## config.mk

```make
export PLATFORM = sky130hd
export DESIGN_NAME = fbpa_ctrl
export DESIGN_NICKNAME = d
export VERILOG_FILES = /design/src/sv/fbpa_pkg.sv /design/src/sv/fbpa_ctrl.sv
export SDC_FILE = /design/constraint.sdc
export NUM_CORES = 1
export LEC_CHECK = 0
export BUFFER_PORTS_ARGS = -buffer_cell sky130_fd_sc_hd__buf_2
export CAP_MARGIN = 20
export CORE_ASPECT_RATIO = 1.1
export CORE_MARGIN = 10
export CORE_UTILIZATION = 23
export CTS_CLUSTER_SIZE = 20
export DETAILED_ROUTE_END_ITERATION = 12
export PLACE_DENSITY = 0.43
export SLEW_MARGIN = 20
export SYNTH_ARGS = -nofsm -noshare
export SYNTH_HDL_FRONTEND = slang
export SYNTH_SLANG_ARGS = --single-unit
```

## constraint.sdc

```tcl
create_clock -name clk -period 3.35 [get_ports clk]
set_input_delay 0.1675 -clock clk [delete_from_list [all_inputs] [get_ports clk]]
set_output_delay 0.1675 -clock clk [all_outputs]
set_load 0.03 [all_outputs]
```

## src/sv/fbpa_pkg.sv

```systemverilog
`timescale 1ns / 1ps
// ----------------------------------------------------------------------------
// fbpa_pkg
// Shared types, codes and constants of the fixed block pool allocator.
// ----------------------------------------------------------------------------
package fbpa_pkg;

  localparam int unsigned MAX_BLOCKS_DEF = 1024;
  localparam int unsigned NODE_BYTES     = 8;
  localparam int unsigned CAP_MAX        = 4096;
  localparam int unsigned ALIGN_MAX      = 12;
  localparam int unsigned OFF_W          = 24;
  localparam int unsigned STRIDE_W       = 13;
  localparam int unsigned DIV_CNT_W      = $clog2(OFF_W);

  localparam int unsigned IN_DATA_W  = 48;
  localparam int unsigned OUT_DATA_W = 64;
  localparam int unsigned CFG_DATA_W = 13;
  localparam int unsigned CFG_IDX_W  = 2;

  localparam logic [1:0] OP_ALLOC = 2'd0;
  localparam logic [1:0] OP_FREE  = 2'd1;
  localparam logic [1:0] OP_RESET = 2'd2;

  localparam logic [2:0] ST_OK         = 3'd0;
  localparam logic [2:0] ST_BAD_SIZE   = 3'd1;
  localparam logic [2:0] ST_BAD_ALIGN  = 3'd2;
  localparam logic [2:0] ST_EMPTY      = 3'd3;
  localparam logic [2:0] ST_RANGE      = 3'd4;
  localparam logic [2:0] ST_MISALIGN   = 3'd5;
  localparam logic [2:0] ST_DOUBLE     = 3'd6;

  localparam logic [CFG_IDX_W-1:0] CFG_CAPACITY = 2'd0;
  localparam logic [CFG_IDX_W-1:0] CFG_ALIGN    = 2'd1;
  localparam logic [CFG_IDX_W-1:0] CFG_COUNT    = 2'd2;

  localparam logic [12:0] CAPACITY_RST = 13'd64;
  localparam logic [3:0]  ALIGN_RST    = 4'd3;
  localparam logic [10:0] COUNT_RST    = 11'd1024;

  typedef struct packed {
    logic capture;
    logic stride;
    logic total;
    logic fill;
    logic clr_peak;
    logic clr_step;
    logic eval;
    logic pop;
    logic alloc_commit;
    logic alloc_mul;
    logic div_step;
    logic set_misalign;
    logic bm_rd;
    logic free_commit;
    logic res_load;
  } fbpa_cmd_t;

  typedef struct packed {
    logic       cfg_hit;
    logic [1:0] op;
    logic [2:0] pre_err;
    logic       div_done;
    logic       rem_zero;
    logic       clr_done;
    logic       out_busy;
  } fbpa_stat_t;

endpackage

```

## src/sv/fbpa_ctrl.sv

```systemverilog
`timescale 1ns / 1ps
// ----------------------------------------------------------------------------
// fbpa_ctrl
// Command sequencer: steps each command through the datapath.
// ----------------------------------------------------------------------------
module fbpa_ctrl (
  input  logic               clk,
  input  logic               rst,
  input  logic               s_tvalid,
  output logic               s_tready,
  input  fbpa_pkg::fbpa_stat_t stat,
  output fbpa_pkg::fbpa_cmd_t  cmd
);
  import fbpa_pkg::*;

  typedef enum logic [3:0] {
    S_CFG, S_TOTAL, S_CLR_CFG, S_IDLE, S_EVAL, S_POP, S_AIDX, S_AMUL,
    S_DIV, S_DCHK, S_FCHK, S_CLR_OP, S_FIN
  } state_t;

  state_t state, state_next;

  always_comb begin
    cmd        = '0;
    state_next = state;
    unique case (state)
      S_CFG: begin
        cmd.stride = 1'b1;
        state_next = S_TOTAL;
      end
      S_TOTAL: begin
        cmd.total    = 1'b1;
        cmd.fill     = 1'b1;
        cmd.clr_peak = 1'b1;
        state_next   = S_CLR_CFG;
      end
      S_CLR_CFG: begin
        cmd.clr_step = 1'b1;
        if (stat.clr_done) state_next = S_IDLE;
      end
      S_IDLE: begin
        cmd.capture = s_tvalid;
        if (s_tvalid) state_next = S_EVAL;
      end
      S_EVAL: begin
        cmd.eval = 1'b1;
        unique case (stat.op)
          OP_ALLOC: state_next = (stat.pre_err == ST_OK) ? S_POP : S_FIN;
          OP_FREE:  state_next = (stat.pre_err == ST_OK) ? S_DIV : S_FIN;
          OP_RESET: begin
            cmd.fill   = 1'b1;
            state_next = S_CLR_OP;
          end
          default:  state_next = S_FIN;
        endcase
      end
      S_POP: begin
        cmd.pop    = 1'b1;
        state_next = S_AIDX;
      end
      S_AIDX: begin
        cmd.alloc_commit = 1'b1;
        state_next       = S_AMUL;
      end
      S_AMUL: begin
        cmd.alloc_mul = 1'b1;
        state_next    = S_FIN;
      end
      S_DIV: begin
        cmd.div_step = 1'b1;
        if (stat.div_done) state_next = S_DCHK;
      end
      S_DCHK: begin
        if (stat.rem_zero) begin
          cmd.bm_rd  = 1'b1;
          state_next = S_FCHK;
        end else begin
          cmd.set_misalign = 1'b1;
          state_next       = S_FIN;
        end
      end
      S_FCHK: begin
        cmd.free_commit = 1'b1;
        state_next      = S_FIN;
      end
      S_CLR_OP: begin
        cmd.clr_step = 1'b1;
        if (stat.clr_done) state_next = S_FIN;
      end
      S_FIN: begin
        if (!stat.out_busy) begin
          cmd.res_load = 1'b1;
          state_next   = S_IDLE;
        end
      end
      default: state_next = S_CFG;
    endcase
    // a register write rebuilds the pool from scratch
    if (stat.cfg_hit) begin
      cmd        = '0;
      state_next = S_CFG;
    end
  end

  // hold off commands in the cycle a register write lands
  assign s_tready = (state == S_IDLE) && !stat.cfg_hit;

  always_ff @(posedge clk) begin
    if (rst) begin
      state <= S_CFG;
    end else begin
      state <= state_next;
    end
  end

endmodule

```

==> run_results.csv <==
group,metric,value,unit
status,outcome,"finished clean",
pwr,power.density,218.4,nW/µm²
yosys,synth.distinct_cells,37,
yosys,syn-cell-area,600.6,µm²
clocking,cts_setup_buffers,0,
sta,max-slew-margin-rel,0.6291,
clocking,cts-hold-fix-buffers,0,
critical_path,arrival,1900,ps
global_routing,grtUsageMet1,0.08491,
yosys,yosysSeqAreaShare,0.1333,
yosys,synth-main-ff-cell,"dfxtp_1",
layout,n_antenna_cell,0,
global_routing,grt_util_met3,0.01216,
clocking,clock_latency,240,ps
floorplanning,dieWidth,68.72,µm
clocking,cts_buffer_depth,2,
yosys,synth_common_cells,"10 x nor2_1, 7 x inv_1, 7 x nor3_1",
clocking,numCtsBuffers,3,
layout,finalNetCount,129,
yosys,synth_area_leader_cell,"dfxtp_1",
global_routing,grt_use_met2,0.1344,
critical_path,endpoint,"cmd[14]",
floorplanning,design.core.area,2496,µm²
global_routing,track_usage,0.07658,
routing,drtAntennaViolNets,0,
layout,regMostFlops,"state",
sta,worst_pin_slew,555.6,ps
critical_path,worstSetupStartpoint,"state[1]",
sta,fin_worst_skew,0.1619,ps
min_path,hp-class,"input port to flip-flop",
pwr,sw_frac_of_total,0.3355,
yosys,yosys_warnings,0,
yosys,synth-async-reset-ratio,0,
critical_path,r2r_start,"state[0]",
routing,routed_via_density,4.886,
critical_path,path_cells,"inv_1 -> or3_1 -> nor2_1 -> and2_1 -> buf_2",
layout,largest_reg_flops,4,
yosys,synth.top_cell.area_share,0.1333,
yosys,synth.avg_cell_area,7.066,µm²
clocking,cts_root_buffer,"clkbuf_4",
placement,dp_hpwl,1.556,mm
placement,place_area,732.0,µm²
floorplanning,die_h,73.60,µm
clocking,cts_resized,0,
sta,hold_violations,0,
floorplanning,die_area,5057,µm²
critical_path,r2r_slack,1500,ps
pwr,p_int,0.0001095,W
pwr,seq_power_share,0.335,
yosys,netlist_top_cells_area,"dfxtp_1 13%, ha_1 10%, nor2_1 6.3%",
routing,wl_per_cell,13.72,µm
sta,fin_setup_tns,0,ps
sta,finalCritPeriodShare,0.6183,
critical_path,slowest_delay,620,ps
global_routing,grt_start_max_net_pins,19,
pwr,ir_worst_vdd,0.08776,mV
floorplanning,top_level_ports,29,
routing,wl,1.921,mm
critical_path,r2r_cells,4,
critical_path,startpoint_type,"flip-flop",
critical_path,worstPathRequired,3180,ps
floorplanning,start_util,0.2406,
global_routing,grt_busiest_layer,"met2",
global_routing,overflow,0,
global_routing,grt_pass1_wl,3.077,mm
layout,stdcell_area,754.5,µm²
clocking,clock-sinks,4,
critical_path,crit_type,"flip-flop to output pin",
sta,fmax,482.8,MHz
sta,drv_slew,0,
yosys,ys_ff_latch,4,
clocking,clkTransAtPathRegs,40,ps
global_routing,grt_antenna_before_repair,0,
pwr,p_comb_frac,0.285,
yosys,yosysMostFrequentCell,"nor2_1",
yosys,synth-edff-count,0,
layout,largest_registers,"state (4)",
routing,firstDrtPassIters,6,
clocking,htree_levels,1,
layout,syn2layout_area_growth,25.63,%
sta,rsz0062_at_grt,"false",
placement,port_buffers,28,
critical_path,end_kind,"output pin",
pwr,p_total,0.0001648,W
yosys,synth_nets,103,
job,maxCapViolCount,0,
routing,drt_iter0_markers,8,
critical_path,path_max_fanout,16,
pwr,clockPowerShare,0.380,
layout,drive_above_1_share,0.3303,
yosys,synthCells,85,
critical_path,cp_slowest_cell,"dfxtp_1",
clocking,cts_tree,"done",
routing,drc,0,
pwr,p_leak,0.3635,nW
pwr,power.net_switching,0.00005529,W
routing,vias,684,
sta,fin_crit,2071,ps
placement,place.gp.congestion,0.7574,
critical_path,r2r-end,"state[0]",
global_routing,grt_pass1_vias,676,
floorplanning,num_rows,19,
sta,setup_viol_count_final,0,
==> worst max-delay path: cells and delay by family, from the launching register on <==
| kind | cells | cell delay (ps) |
|---|---|---|
| flops | 1 | 620 |
| buf+inv | 2 | 350 |
| simple gates | 3 | 690 |
==> power by group through the flow <==
stage          Clock (W)  Sequential, W  Combinational [W]
3_5_place_dp           0      0.0000560          0.0000475
4_1_cts        0.0000647      0.0000552          0.0000477
5_1_grt        0.0000710      0.0000558          0.0000517
3_3_place_gp           0      0.0000559          0.0000474
6_report       0.0000625      0.0000553          0.0000470
2_1_floorplan          0      0.0000511          0.0000354
==> placed cells by master (no fill, tap or decap), drive strengths merged, types with 2 or more instances in the layout <==
cell type and instances:
nand2b 2, a21oi 4, nor3 7, dfxtp 4
nand3 2, nor2 10, a21o 2, ha 5
nor4 3, o31ai 2, o21ai 5, nand2 5
or3b 2, buf 28, or3 3, inv 7
clkbuf 3
==> routing by layer <==
metal,vias to the layer above,wire length [µm]
li1,356,-
met1,308,825
met2,18,981
met3,2,94
met4,0,19
met5,-,0
==> final cells by class <==
class,instances,area [µm²]
clock buffer,3,22.52
fill,283,1742
inverter,7,26.28
multi-input combinational,67,446.7
sequential,4,80.08
tap,31,38.79
timing repair buffer,28,140.1
==> metrics by stage <==
step | util | hold WS, ps | cells | setup slack (ps)
after detailed placement | 0.2932 | 481.5 | 137 | 1503
after floorplan | - | 308.8 | 85 | 1412
after global routing | 0.3023 | 241.7 | 140 | 1131
final | 0.3023 | 227.3 | 140 | 1279
after CTS | 0.3023 | 229.1 | 140 | 1274
after global placement | 0.2932 | 479.6 | 137 | 1519
==> how the worst min path moves through the flow <==
| stage | startpoint | endpoint | slack [ps] | cells past startpoint |
|---|---|---|---|---|
| after floorplan | stat[0] | state[2] | 310 | 2 |
| after global placement | stat[0] | state[2] | 480 | 3 |
| after detailed placement | stat[0] | state[2] | 480 | 3 |
| after CTS | stat[0] | state[2] | 230 | 3 |
| after global routing | stat[0] | state[2] | 240 | 3 |
| final | stat[0] | state[2] | 230 | 3 |
==> cells by family after synthesis <==
family,Yosys count,synth area share
adders and majority gates,5,0.1042
DFF,4,0.1333
AOI/OAI and AO/OA,22,0.2563
buffers and inverters,14,0.1229
and+or+nand+nor,39,0.3688
xor gates and xnor gates,1,0.01459
(Power assumes the default switching activity.)
